<file path="src/rtl/sdd_pkg.sv">
// Shared types, codes and constants of the step detector with distance estimate.
package sdd_pkg;

  // Field and port widths
  localparam int LEVEL_W    = 24;
  localparam int MAG_W      = 16;
  localparam int TIME_W     = 32;
  localparam int DIST_W     = 32;
  localparam int TOTAL_W    = 24;
  localparam int IN_DATA_W  = 56;
  localparam int OUT_DATA_W = 88;
  localparam int CFG_IDX_W  = 3;
  localparam int CFG_DATA_W = 23;

  // Filter coefficients, 20 fraction bits
  localparam int COEF_FRAC  = 20;
  localparam int CB0        = 8200;
  localparam int NEG_CA1    = 1818992;
  localparam int CA2        = 803217;
  localparam int ONE_G_IN   = 2048;
  localparam int ACC_W      = 48;
  localparam int FF_SUM_W   = 20;
  localparam int FF_W       = 34;
  localparam int LVL_MAX    = 8388607;
  localparam int LVL_MIN    = -8388608;

  // Queue between classifier and step counter
  localparam int QDEPTH     = 4;
  localparam int QPTR_W     = $clog2(QDEPTH);
  localparam int QCNT_W     = $clog2(QDEPTH + 1);

  // Configuration register indexes
  typedef enum logic [CFG_IDX_W-1:0] {
    CFG_WINDOW_LENGTH  = 3'd0,
    CFG_MIN_STEP_MS    = 3'd1,
    CFG_MAX_STEP_MS    = 3'd2,
    CFG_RUN_STEP_MS    = 3'd3,
    CFG_RUN_PEAK_LEVEL = 3'd4,
    CFG_MIN_SWING      = 3'd5,
    CFG_WALK_STRIDE_CM = 3'd6,
    CFG_RUN_STRIDE_CM  = 3'd7
  } cfg_idx_t;

  // Configuration reset values
  localparam logic [6:0]  WINDOW_LENGTH_RST  = 7'd100;
  localparam logic [15:0] MIN_STEP_MS_RST    = 16'd300;
  localparam logic [15:0] MAX_STEP_MS_RST    = 16'd1500;
  localparam logic [15:0] RUN_STEP_MS_RST    = 16'd450;
  localparam logic [22:0] RUN_PEAK_LEVEL_RST = 23'd524288;
  localparam logic [22:0] MIN_SWING_RST      = 23'd65536;
  localparam logic [7:0]  WALK_STRIDE_RST    = 8'd72;
  localparam logic [7:0]  RUN_STRIDE_RST     = 8'd99;

  // Motion codes
  typedef enum logic [1:0] {
    MOTION_STATIC = 2'd0,
    MOTION_WALK   = 2'd1,
    MOTION_RUN    = 2'd2
  } motion_t;

  typedef struct packed {
    logic [6:0]  window_length;
    logic [15:0] min_step_ms;
    logic [15:0] max_step_ms;
    logic [15:0] run_step_ms;
    logic [22:0] run_peak_level;
    logic [22:0] min_swing;
    logic [7:0]  walk_stride_cm;
    logic [7:0]  run_stride_cm;
  } cfg_t;

  // Classified sample handed from front to back
  typedef struct packed {
    logic                      peak;
    logic                      qual;
    logic                      run;
    logic                      clear;
    logic signed [LEVEL_W-1:0] filt;
  } rec_t;

  // Result word fields
  typedef struct packed {
    logic                      credited;
    logic [1:0]                added;
    logic [TOTAL_W-1:0]        total;
    logic [DIST_W-1:0]         distance;
    motion_t                   motion;
    logic signed [LEVEL_W-1:0] filt;
  } res_t;

endpackage

</file>
<file path="src/rtl/sdd_front.sv">
// Front end: low-pass filter, max/min window, peak and gap classification.
module sdd_front #(
  parameter int LEVEL_FRAC_BITS = 16
) (
  input  logic                     clk,
  input  logic                     rst_n,
  input  sdd_pkg::cfg_t            cfg,
  input  logic                     in_valid,
  output logic                     in_ready,
  input  logic [sdd_pkg::MAG_W-1:0]  magnitude,
  input  logic [sdd_pkg::TIME_W-1:0] time_ms,
  input  logic                     clear_totals,
  input  logic                     q_full,
  output logic                     push,
  output sdd_pkg::rec_t            rec
);

  localparam int LW       = sdd_pkg::LEVEL_W;
  localparam int AW       = sdd_pkg::ACC_W;
  localparam int XS_SH    = LEVEL_FRAC_BITS - 11;
  localparam int HG_RAW   = 100 * (1 << LEVEL_FRAC_BITS);
  localparam int HG_INT   = (HG_RAW > sdd_pkg::LVL_MAX) ? sdd_pkg::LVL_MAX : HG_RAW;
  localparam logic signed [LW-1:0] HG_POS  = LW'(HG_INT);
  localparam logic signed [LW-1:0] HG_NEG  = -HG_POS;
  localparam logic signed [LW-1:0] THR_RST = LW'(1 << LEVEL_FRAC_BITS);
  localparam logic signed [AW-1:0] ROUND_HALF = AW'(1 << (sdd_pkg::COEF_FRAC - 1));

  // Handshake
  logic a_valid_r, a_valid_nxt, b_valid_r, b_valid_nxt;
  logic in_acc, a_move, b_ready;

  // Stage A: feed-forward part
  logic signed [16:0]                  dyn;
  logic signed [16:0]                  x1_r, x2_r;
  logic signed [sdd_pkg::FF_SUM_W-1:0] ff_sum;
  logic signed [sdd_pkg::FF_W-1:0]     ff_nxt, a_ff_r;
  logic [sdd_pkg::TIME_W-1:0]          a_time_r;
  logic                                a_clear_r;

  // Stage B: feedback part
  logic signed [LW-1:0] y1_r, y2_r, filt_nxt;
  logic signed [AW-1:0] a2y2_r, a2y2_nxt, acc, acc_sh;
  logic signed [LW-1:0] b_filt_r, b_y1_r, b_y2_r;
  logic [sdd_pkg::TIME_W-1:0] b_time_r;
  logic                 b_clear_r;

  // Stage C: window and peak classification
  logic signed [LW-1:0] hi_r, lo_r, thr_r, hi_u, lo_u, thr_calc, thr_new;
  logic [LW-1:0]        swing_r, swing_calc, swing_new;
  logic [6:0]           cnt_r, cnt_inc;
  logic signed [LW:0]   hl_sum;
  logic                 win_end, swing_ok, peak;
  logic [sdd_pkg::TIME_W-1:0] last_r, gap;

  // Pipeline control
  assign b_ready  = !b_valid_r || !q_full;
  assign push     = b_valid_r && !q_full;
  assign a_move   = a_valid_r && b_ready;
  assign in_ready = !a_valid_r || b_ready;
  assign in_acc   = in_valid && in_ready;

  always_comb begin
    a_valid_nxt = a_valid_r;
    if (in_acc) begin
      a_valid_nxt = 1'b1;
    end else if (a_move) begin
      a_valid_nxt = 1'b0;
    end
    b_valid_nxt = b_valid_r;
    if (a_move) begin
      b_valid_nxt = 1'b1;
    end else if (push) begin
      b_valid_nxt = 1'b0;
    end
  end

  // Remove one g and form the numerator taps
  always_comb begin
    dyn    = $signed({1'b0, magnitude}) - 17'sd2048;
    ff_sum = sdd_pkg::FF_SUM_W'(dyn) + (sdd_pkg::FF_SUM_W'(x1_r) <<< 1)
             + sdd_pkg::FF_SUM_W'(x2_r);
    ff_nxt = sdd_pkg::FF_W'(ff_sum) * sdd_pkg::FF_W'(sdd_pkg::CB0);
  end

  // Close the feedback loop, round and saturate
  always_comb begin
    acc = (AW'(a_ff_r) <<< XS_SH) + AW'(y1_r) * AW'(sdd_pkg::NEG_CA1) - a2y2_r
          + ROUND_HALF;
    acc_sh = acc >>> sdd_pkg::COEF_FRAC;
    if (acc_sh > AW'(sdd_pkg::LVL_MAX)) begin
      filt_nxt = LW'(sdd_pkg::LVL_MAX);
    end else if (acc_sh < AW'(sdd_pkg::LVL_MIN)) begin
      filt_nxt = LW'(sdd_pkg::LVL_MIN);
    end else begin
      filt_nxt = LW'(acc_sh);
    end
    a2y2_nxt = AW'(y1_r) * AW'(sdd_pkg::CA2);
  end

  // Track window extremes, then test for a peak and its gap
  always_comb begin
    hi_u       = (b_filt_r > hi_r) ? b_filt_r : hi_r;
    lo_u       = (b_filt_r < lo_r) ? b_filt_r : lo_r;
    cnt_inc    = cnt_r + 7'd1;
    win_end    = cnt_inc >= cfg.window_length;
    hl_sum     = (LW+1)'(hi_u) + (LW+1)'(lo_u);
    thr_calc   = LW'(hl_sum >>> 1);
    swing_calc = LW'((LW+1)'(hi_u) - (LW+1)'(lo_u));
    thr_new    = win_end ? thr_calc : thr_r;
    swing_new  = win_end ? swing_calc : swing_r;
    swing_ok   = swing_new > {1'b0, cfg.min_swing};
    peak       = (b_y1_r > b_filt_r) && (b_y1_r > b_y2_r) && (b_y1_r > thr_new) && swing_ok;
    gap        = b_time_r - last_r;
    rec.peak   = peak;
    rec.qual   = (gap > 32'(cfg.min_step_ms)) && (gap < 32'(cfg.max_step_ms));
    rec.run    = (gap < 32'(cfg.run_step_ms)) ||
                 (b_y1_r > $signed({1'b0, cfg.run_peak_level}));
    rec.clear  = b_clear_r;
    rec.filt   = b_filt_r;
  end

  // Control and filter/window state
  always_ff @(posedge clk) begin
    if (!rst_n) begin
      a_valid_r <= 1'b0;
      b_valid_r <= 1'b0;
      x1_r      <= '0;
      x2_r      <= '0;
      y1_r      <= '0;
      y2_r      <= '0;
      a2y2_r    <= '0;
      hi_r      <= HG_NEG;
      lo_r      <= HG_POS;
      cnt_r     <= '0;
      thr_r     <= THR_RST;
      swing_r   <= '0;
      last_r    <= '0;
    end else begin
      a_valid_r <= a_valid_nxt;
      b_valid_r <= b_valid_nxt;
      if (in_acc) begin
        x2_r <= x1_r;
        x1_r <= dyn;
      end
      if (a_move) begin
        y2_r   <= y1_r;
        y1_r   <= filt_nxt;
        a2y2_r <= a2y2_nxt;
      end
      if (push) begin
        hi_r    <= win_end ? HG_NEG : hi_u;
        lo_r    <= win_end ? HG_POS : lo_u;
        cnt_r   <= win_end ? 7'd0 : cnt_inc;
        thr_r   <= thr_new;
        swing_r <= swing_new;
        if (peak) begin
          last_r <= b_time_r;
        end
      end
    end
  end

  // Stage payload
  always_ff @(posedge clk) begin
    if (in_acc) begin
      a_ff_r    <= ff_nxt;
      a_time_r  <= time_ms;
      a_clear_r <= clear_totals;
    end
    if (a_move) begin
      b_filt_r  <= filt_nxt;
      b_y1_r    <= y1_r;
      b_y2_r    <= y2_r;
      b_time_r  <= a_time_r;
      b_clear_r <= a_clear_r;
    end
  end

endmodule

</file>
<file path="src/rtl/sdd_queue.sv">
// Short queue of classified samples between front end and step counter.
module sdd_queue (
  input  logic          clk,
  input  logic          rst_n,
  input  logic          push,
  input  sdd_pkg::rec_t push_rec,
  input  logic          pop,
  output sdd_pkg::rec_t head,
  output logic          full,
  output logic          empty
);

  localparam logic [sdd_pkg::QCNT_W-1:0] CNT_DEPTH = sdd_pkg::QCNT_W'(sdd_pkg::QDEPTH);

  sdd_pkg::rec_t               mem_r [sdd_pkg::QDEPTH];
  logic [sdd_pkg::QPTR_W-1:0]  wr_ptr_r, rd_ptr_r;
  logic [sdd_pkg::QCNT_W-1:0]  cnt_r, cnt_nxt;

  assign full  = cnt_r == CNT_DEPTH;
  assign empty = cnt_r == '0;
  assign head  = mem_r[rd_ptr_r];

  // Count follows push and pop
  always_comb begin
    cnt_nxt = cnt_r;
    if (push && !pop) begin
      cnt_nxt = cnt_r + 1'b1;
    end else if (pop && !push) begin
      cnt_nxt = cnt_r - 1'b1;
    end
  end

  always_ff @(posedge clk) begin
    if (!rst_n) begin
      wr_ptr_r <= '0;
      rd_ptr_r <= '0;
      cnt_r    <= '0;
    end else begin
      cnt_r <= cnt_nxt;
      if (push) begin
        wr_ptr_r <= wr_ptr_r + 1'b1;
      end
      if (pop) begin
        rd_ptr_r <= rd_ptr_r + 1'b1;
      end
    end
  end

  // Store the entry
  always_ff @(posedge clk) begin
    if (push) begin
      mem_r[wr_ptr_r] <= push_rec;
    end
  end

`ifndef SYNTHESIS
  a_cnt_bound: assert property (@(posedge clk) disable iff (!rst_n)
    cnt_r <= CNT_DEPTH)
    else $error("queue count above depth");

  a_cnt_pop: assert property (@(posedge clk) disable iff (!rst_n)
    (pop && !push) |=> (cnt_r == $past(cnt_r) - 1'b1))
    else $error("queue count did not drop on pop");
`endif

endmodule

</file>
<file path="src/rtl/sdd_back.sv">
// Back end: step run tracking, saturating totals and the result register.
module sdd_back #(
  parameter int STEP_COUNT_WIDTH = 24
) (
  input  logic          clk,
  input  logic          rst_n,
  input  sdd_pkg::cfg_t cfg,
  input  logic          q_empty,
  input  sdd_pkg::rec_t q_head,
  output logic          pop,
  output logic          out_valid,
  input  logic          out_ready,
  output sdd_pkg::res_t res
);

  localparam int SW = STEP_COUNT_WIDTH;
  localparam logic [SW:0] STEP_MAX = {1'b0, {SW{1'b1}}};

  logic                     ov_r;
  sdd_pkg::res_t            res_r, res_nxt;
  logic [1:0]               rl_r, rl_nxt;
  logic [SW-1:0]            steps_r, steps_base, steps_nxt;
  logic [sdd_pkg::DIST_W-1:0] dist_r, dist_base, dist_nxt;
  sdd_pkg::motion_t         motion_r, motion_nxt;
  logic [1:0]               added;
  logic [7:0]               stride;
  logic [9:0]               dist_inc;
  logic [SW:0]              s_sum;
  logic [sdd_pkg::DIST_W:0] d_sum;

  assign pop       = !q_empty && (!ov_r || out_ready);
  assign out_valid = ov_r;
  assign res       = res_r;

  // Credit steps for a qualified peak; an unqualified peak restarts the run
  always_comb begin
    steps_base = q_head.clear ? '0 : steps_r;
    dist_base  = q_head.clear ? '0 : dist_r;
    added      = 2'd0;
    rl_nxt     = rl_r;
    motion_nxt = motion_r;
    if (q_head.peak) begin
      if (q_head.qual) begin
        case (rl_r)
          2'd3: begin
            added = 2'd1;
          end
          2'd2: begin
            added  = 2'd3;
            rl_nxt = 2'd3;
          end
          default: begin
            rl_nxt = rl_r + 2'd1;
          end
        endcase
        if (added != 2'd0) begin
          motion_nxt = q_head.run ? sdd_pkg::MOTION_RUN : sdd_pkg::MOTION_WALK;
        end
      end else begin
        rl_nxt     = 2'd1;
        motion_nxt = sdd_pkg::MOTION_STATIC;
      end
    end
    stride    = q_head.run ? cfg.run_stride_cm : cfg.walk_stride_cm;
    dist_inc  = 10'(stride) * 10'(added);
    s_sum     = (SW+1)'(steps_base) + (SW+1)'(added);
    steps_nxt = (s_sum > STEP_MAX) ? STEP_MAX[SW-1:0] : s_sum[SW-1:0];
    d_sum     = (sdd_pkg::DIST_W+1)'(dist_base) + (sdd_pkg::DIST_W+1)'(dist_inc);
    dist_nxt  = d_sum[sdd_pkg::DIST_W] ? '1 : d_sum[sdd_pkg::DIST_W-1:0];

    res_nxt.credited = added != 2'd0;
    res_nxt.added    = added;
    res_nxt.total    = sdd_pkg::TOTAL_W'(steps_nxt);
    res_nxt.distance = dist_nxt;
    res_nxt.motion   = motion_nxt;
    res_nxt.filt     = q_head.filt;
  end

  always_ff @(posedge clk) begin
    if (!rst_n) begin
      ov_r     <= 1'b0;
      rl_r     <= 2'd0;
      steps_r  <= '0;
      dist_r   <= '0;
      motion_r <= sdd_pkg::MOTION_STATIC;
    end else begin
      if (pop) begin
        ov_r     <= 1'b1;
        rl_r     <= rl_nxt;
        steps_r  <= steps_nxt;
        dist_r   <= dist_nxt;
        motion_r <= motion_nxt;
      end else if (out_ready) begin
        ov_r <= 1'b0;
      end
    end
  end

  // Hold the result word until taken
  always_ff @(posedge clk) begin
    if (pop) begin
      res_r <= res_nxt;
    end
  end

`ifndef SYNTHESIS
  a_run_third: assert property (@(posedge clk) disable iff (!rst_n)
    (pop && q_head.peak && q_head.qual && rl_r == 2'd2) |=> (rl_r == 2'd3))
    else $error("third qualified step did not complete the run");

  a_motion_hold: assert property (@(posedge clk) disable iff (!rst_n)
    !pop |=> $stable(motion_r))
    else $error("motion changed without a sample");
`endif

endmodule

</file>
<file path="src/rtl/step_detector_distance.sv">
// Top level of the peak-based step detector with distance estimate.
//
// Takes one acceleration magnitude word per clock and returns one result word per input
// word, in order. Throughput is one word per cycle. A result is valid once its input word
// is accepted and has passed the numerator-tap register, the feedback filter register with
// its round and saturate, and one slot of the four-entry queue, and has then been loaded
// into the result register. The second-order feedback of the filter closes directly around
// its own state registers, so that loop sets the rate. Either side may stall independently;
// the queue absorbs short stalls of the result side. Configuration writes take effect on
// the next clock edge and are meant to happen only while no word is in flight.
module step_detector_distance #(
  parameter int LEVEL_FRAC_BITS  = 16,
  parameter int STEP_COUNT_WIDTH = 24
) (
  input  logic                              clk,
  input  logic                              rst_n,
  // in_tdata: magnitude[15:0], time_ms[47:16], clear_totals[48], zero[55:49]
  input  logic                              in_tvalid,
  output logic                              in_tready,
  input  logic [sdd_pkg::IN_DATA_W-1:0]     in_tdata,
  // out_tdata: step_credited[0], steps_added[2:1], step_total[26:3],
  //            distance_cm[58:27], motion_state[60:59], filtered_level[84:61], zero[87:85]
  output logic                              out_tvalid,
  input  logic                              out_tready,
  output logic [sdd_pkg::OUT_DATA_W-1:0]    out_tdata,
  input  logic                              cfg_we,
  input  logic [sdd_pkg::CFG_IDX_W-1:0]     cfg_index,
  input  logic [sdd_pkg::CFG_DATA_W-1:0]    cfg_data
);

  sdd_pkg::cfg_t cfg_r;
  sdd_pkg::rec_t push_rec, q_head;
  sdd_pkg::res_t res;
  logic          push, pop, q_full, q_empty;

  // Configuration registers
  always_ff @(posedge clk) begin
    if (!rst_n) begin
      cfg_r.window_length  <= sdd_pkg::WINDOW_LENGTH_RST;
      cfg_r.min_step_ms    <= sdd_pkg::MIN_STEP_MS_RST;
      cfg_r.max_step_ms    <= sdd_pkg::MAX_STEP_MS_RST;
      cfg_r.run_step_ms    <= sdd_pkg::RUN_STEP_MS_RST;
      cfg_r.run_peak_level <= sdd_pkg::RUN_PEAK_LEVEL_RST;
      cfg_r.min_swing      <= sdd_pkg::MIN_SWING_RST;
      cfg_r.walk_stride_cm <= sdd_pkg::WALK_STRIDE_RST;
      cfg_r.run_stride_cm  <= sdd_pkg::RUN_STRIDE_RST;
    end else if (cfg_we) begin
      case (sdd_pkg::cfg_idx_t'(cfg_index))
        sdd_pkg::CFG_WINDOW_LENGTH:  cfg_r.window_length  <= cfg_data[6:0];
        sdd_pkg::CFG_MIN_STEP_MS:    cfg_r.min_step_ms    <= cfg_data[15:0];
        sdd_pkg::CFG_MAX_STEP_MS:    cfg_r.max_step_ms    <= cfg_data[15:0];
        sdd_pkg::CFG_RUN_STEP_MS:    cfg_r.run_step_ms    <= cfg_data[15:0];
        sdd_pkg::CFG_RUN_PEAK_LEVEL: cfg_r.run_peak_level <= cfg_data[22:0];
        sdd_pkg::CFG_MIN_SWING:      cfg_r.min_swing      <= cfg_data[22:0];
        sdd_pkg::CFG_WALK_STRIDE_CM: cfg_r.walk_stride_cm <= cfg_data[7:0];
        sdd_pkg::CFG_RUN_STRIDE_CM:  cfg_r.run_stride_cm  <= cfg_data[7:0];
        default: begin
        end
      endcase
    end
  end

  sdd_front #(
    .LEVEL_FRAC_BITS(LEVEL_FRAC_BITS)
  ) u_front (
    .clk          (clk),
    .rst_n        (rst_n),
    .cfg          (cfg_r),
    .in_valid     (in_tvalid),
    .in_ready     (in_tready),
    .magnitude    (in_tdata[15:0]),
    .time_ms      (in_tdata[47:16]),
    .clear_totals (in_tdata[48]),
    .q_full       (q_full),
    .push         (push),
    .rec          (push_rec)
  );

  sdd_queue u_queue (
    .clk      (clk),
    .rst_n    (rst_n),
    .push     (push),
    .push_rec (push_rec),
    .pop      (pop),
    .head     (q_head),
    .full     (q_full),
    .empty    (q_empty)
  );

  sdd_back #(
    .STEP_COUNT_WIDTH(STEP_COUNT_WIDTH)
  ) u_back (
    .clk       (clk),
    .rst_n     (rst_n),
    .cfg       (cfg_r),
    .q_empty   (q_empty),
    .q_head    (q_head),
    .pop       (pop),
    .out_valid (out_tvalid),
    .out_ready (out_tready),
    .res       (res)
  );

  // Pack the result word, first field lowest
  assign out_tdata = {3'b000, res.filt, res.motion, res.distance, res.total,
                      res.added, res.credited};

endmodule

</file>
<file path="config.mk">
export PLATFORM = sky130hd
export DESIGN_NAME = step_detector_distance
export DESIGN_NICKNAME = d
export VERILOG_FILES = /design/src/rtl/sdd_pkg.sv /design/src/rtl/sdd_front.sv /design/src/rtl/sdd_queue.sv /design/src/rtl/sdd_back.sv /design/src/rtl/step_detector_distance.sv
export SDC_FILE = /design/constraint.sdc
export NUM_CORES = 2
export LEC_CHECK = 0
export BUFFER_PORTS_ARGS = -buffer_cell sky130_fd_sc_hd__buf_2
export CORE_AREA = 8 8 401 403
export CTS_BUF_LIST = sky130_fd_sc_hd__clkbuf_4
export DETAILED_ROUTE_END_ITERATION = 7
export DIE_AREA = 0 0 409 411
export SYNTH_ARGS = -nofsm -noshare
export SYNTH_HDL_FRONTEND = slang
export SYNTH_SLANG_ARGS = --single-unit
</file>
<file path="constraint.sdc">
create_clock -name clk -period 10.4 [get_ports clk]
set_input_delay 0.52 -clock clk [delete_from_list [all_inputs] [get_ports clk]]
set_output_delay 0.52 -clock clk [all_outputs]
set_load 0.05 [all_outputs]
</file>
==> results.json <==
{
  "status": "finished clean",
  "cp_slowest_cell": "fa_1",
  "start_util_pct": 39.7,
  "cts.path.max_buffers": 3,
  "fin_skew_ns": 0.122,
  "async_flop_share_pct": 0,
  "drt_pre_antenna_iters": 6,
  "hold_start": "in_tdata[3]",
  "met2_usage_pct": 34.9,
  "avgSynthCellArea_um2": 9.34,
  "drive_above_1_share_pct": 14.0,
  "nNetsFinal": 8449,
  "holdPathEnd": "u_front.x1_r[3]$_SDFFE_PN0P_",
  "antenna_found_initial": 6,
  "rrSetupSlack_ns": 0.37,
  "fillers": 14800,
  "ctsHtreeMaxLevel": 4,
  "route.vias.total": 48700,
  "layout_min_cycle_time_ns": 10.03,
  "use_met3_pct": 3.47,
  "io_buffer_count": 166,
  "syn_inst": 6576,
  "die_x_um": 409,
  "use_met1_pct": 25.5,
  "cts.clk_slew.worst_paths_ns": 0.07,
  "ios": 177,
  "cp_top_family": "adder cells",
  "hold_path_depth": 4,
  "ys_types": 89,
  "grt_busiest_layer": "met2",
  "cp_num_buf_inv": 10,
  "relSlewSlack_pct": 12.8,
  "viasPerCell": 5.16,
  "area.growth.synth_to_final_pct": 16.3,
  "critPathKind": "flip-flop to flip-flop",
  "critPathRequiredTime_ns": 11.52,
  "ys_ff_latch": 813,
  "hpwl_um": 133000,
  "row_count": 145,
  "crit_arrival_ns": 11.15,
  "start_kind": "flip-flop",
  "maxClockFrequency_ghz": 0.0997,
  "grt_pass1_wl_um": 272000,
  "cpPeakStageDelay_ns": 0.53,
  "synth-main-ff-cell": "dfxtp_1",
  "grt_max_degree": 93,
  "hold_violations": 0,
  "finalCritPeriodShare_pct": 96.5,
  "synth_warnings": 0,
  "drt_iter0_drc": 3074,
  "synth.cell_area_um2": 61400,
  "core_area_um2": 155000,
  "setup_viol": 0,
  "wirelength_um": 173000,
  "drc_errors": 0,
  "grt_overflow_total": 0,
  "crit_path_max_fanout": 10,
  "cts-root-buf": "clkbuf_4",
  "cts_tree": "built",
  "gp_congestion": 0.928,
  "first_global_vias": 49100,
  "cp.depth": 47,
  "clock_sinks": 813,
  "finalCoreUtilization_pct": 46.2,
  "multi_input_area_um2": 38000,
  "synth.yosys.seq_area_share_pct": 32.5,
  "cts_made_buffers": 222,
  "r2r_start": "u_front.y1_r[5]$_SDFFE_PN0P_",
  "die_area_um2": 168000,
  "r2r_cells": 47,
  "grt.total_usage_pct": 20.2,
  "clk_latency_ns": 1.28,
  "r2r_end": "u_front.y1_r[13]$_SDFFE_PN0P_",
  "tightest_slew_ns": 1.30,
  "seq_area_um2": 20000,
  "synth_edf_count": 366,
  "drt.antenna.violating_nets": 0,
  "crit_path_frequent_cell": "ha_1",
  "wl_per_cell_um": 18.3,
  "die_height_um": 411,
  "maxCapViolCount": 0,
  "min_path_type": "input port to flip-flop",
  "slew_viol_final": 0,
  "critPathCaptureType": "flip-flop"
}
==> layer usage <==
metal,wire (um),up-vias
li1,-,23900
met1,75100,23400
met2,83900,1087
met3,8380,279
met4,5540,4
met5,25,-
==> cell usage after synthesis (10+ instances only) <==
| library cell | count | area share, % |
|---|---|---|
| fa_1 | 313 | 10 |
| edfxtp_1 | 366 | 18 |
| nand2b_1 | 50 | 0.51 |
| o31ai_1 | 12 | 0.15 |
| or2_2 | 17 | 0.17 |
| o211ai_1 | 43 | 0.53 |
| a221oi_1 | 11 | 0.16 |
| nor3_1 | 86 | 0.70 |
| o21a_1 | 82 | 1.0 |
| nand4_1 | 59 | 0.60 |
| mux4_2 | 27 | 0.99 |
| and3_1 | 40 | 0.41 |
| a21o_1 | 124 | 1.5 |
| a22oi_1 | 10 | 0.12 |
| buf_2 | 10 | 0.081 |
| nor4_1 | 18 | 0.18 |
| nand2_1 | 826 | 5.0 |
| nor2_1 | 336 | 2.1 |
| inv_1 | 877 | 5.4 |
| ha_1 | 866 | 18 |
| and2_1 | 34 | 0.35 |
| mux2i_1 | 66 | 1.1 |
| o31a_1 | 10 | 0.14 |
| a21boi_0 | 24 | 0.29 |
| or3_1 | 23 | 0.23 |
| a211oi_1 | 56 | 0.68 |
| clkbuf_1 | 180 | 1.1 |
| buf_1 | 14 | 0.086 |
| a31oi_1 | 40 | 0.41 |
| nor2b_1 | 62 | 0.63 |
| dfxtp_1 | 447 | 15 |
| a311oi_1 | 12 | 0.17 |
| o22ai_1 | 23 | 0.23 |
| o21ai_0 | 305 | 2.5 |
| o21bai_1 | 40 | 0.49 |
| a21oi_1 | 498 | 4.1 |
| xnor2_1 | 187 | 2.7 |
| a32o_1 | 22 | 0.36 |
| xor2_1 | 100 | 1.4 |
| nand3_1 | 90 | 0.73 |
==> per-stage QoR <==
stage / hold WS (ns) / setup slack [ns] / instance area (um^2) / TNS (ns) / std cells
4_1_cts: 0.000153 / 0.0148 / 70800 / 0 / 9418
6_report: 0.186 / 0.366 / 71500 / 0 / 9433
2_1_floorplan: 0.400 / 0.0454 / 61400 / 0 / 6578
3_3_place_gp: 0.404 / -0.382 / 66200 / -14.57 / 8861
5_1_grt: 0.0732 / -0.0741 / 71500 / -0.524 / 9433
3_5_place_dp: 0.405 / -0.538 / 66200 / -20.46 / 8861
==> registers in the layout, indices dropped and copies added (netlist names), 31 cells and up, named ones only <==
register	flops
u_front.a2y2_r	45
u_front.b_time_r	32
u_queue.mem_r	112
u_front.a_ff_r	31
cfg_r	117
u_front.a_time_r	32
u_back.res	85
u_front.last_r	32
u_back.dist_r	32
==> cell usage in the layout, fill, tap and decap left out, types with 23 or more instances in the layout <==
| cell type | count |
|---|---|
| o211ai_1 | 43 |
| nor3_1 | 83 |
| mux4_2 | 27 |
| o21a_1 | 82 |
| nand3_1 | 90 |
| or3_1 | 23 |
| dlygate4sd3_1 | 147 |
| buf_2 | 166 |
| fa_1 | 313 |
| a21o_1 | 123 |
| o21bai_1 | 40 |
| and2_1 | 34 |
| clkbuf_4 | 350 |
| nor2_1 | 331 |
| dfxtp_1 | 434 |
| nand2_1 | 824 |
| and3_1 | 35 |
| a21oi_1 | 479 |
| edfxtp_1 | 366 |
| nand4_1 | 59 |
| mux2i_1 | 65 |
| nor2b_1 | 60 |
| o21ai_0 | 289 |
| inv_1 | 872 |
| clkinv_1 | 35 |
| xnor2_1 | 183 |
| a31oi_1 | 39 |
| buf_4 | 277 |
| ha_1 | 842 |
| xor2_1 | 88 |
| nand2b_1 | 49 |
| a211oi_1 | 53 |
==> layout make-up <==
type | count | area share (%)
Clock buffer | 350 | 3.68
Multi-Input combinational cell | 4668 | 53.2
Tap cell | 2058 | 3.60
Timing Repair Buffer | 600 | 6.35
Clock inverter | 60 | 0.595
Antenna cell | 6 | 0.0210
Inverter | 878 | 4.64
Sequential cell | 813 | 27.9
==> worst min-delay path, stage by stage <==
cell and delay, ns:
dlygate4sd3_1 0.54, buf_2 0.14, nand2_1 0.05, a21oi_1 0.05
==> logic make-up (layout without fill, tap and decap cells) <==
logic type      after synthesis  in the layout  share of synthesized area (%)
compound gates             1427           1427                           14.6
xor+xnor                    287            287                           4.09
fa+ha+maj                  1179           1179                           27.8
buf+inv                    1097           1888                           6.79
flops                       813            813                           32.5
mux                          98             98                           2.16
other cells                   1              9                        0.00610
simple gates               1674           1674                           12.1
==> worst max-delay path by stage <==
| stage | endpoint | slack (ns) | from |
|---|---|---|---|
| final | u_front.y1_r[13]$_SDFFE_PN0P_ | 0.37 | u_front.y1_r[5]$_SDFFE_PN0P_ |
| after global routing | u_front.y1_r[1]$_SDFFE_PN0P_ | -0.07 | u_front.y1_r[6]$_SDFFE_PN0P_ |
| after detailed placement | u_front.y1_r[1]$_SDFFE_PN0P_ | -0.54 | u_front.y1_r[3]$_SDFFE_PN0P_ |
| after floorplan | u_front.b_filt_r[18]$_DFFE_PP_ | 0.05 | u_front.y1_r[23]$_SDFFE_PN0P_ |
| after CTS | u_front.y1_r[0]$_SDFFE_PN0P_ | 0.01 | u_front.y1_r[4]$_SDFFE_PN0P_ |
| after global placement | u_front.y1_r[1]$_SDFFE_PN0P_ | -0.38 | u_front.y1_r[3]$_SDFFE_PN0P_ |
==> timing repair <==
item	CTS	global route
hold buffers	147	0
cloned	0	1
setup buffers	0	8
gates resized for setup	20	118
endpoints found under the hold margin	234	0
pin swaps	2	66
endpoints found under the setup margin	48	48
Power is left out: the tool's default activity adds up to more than one toggle a clock period on the data nets, which glitch-free logic cannot reach.
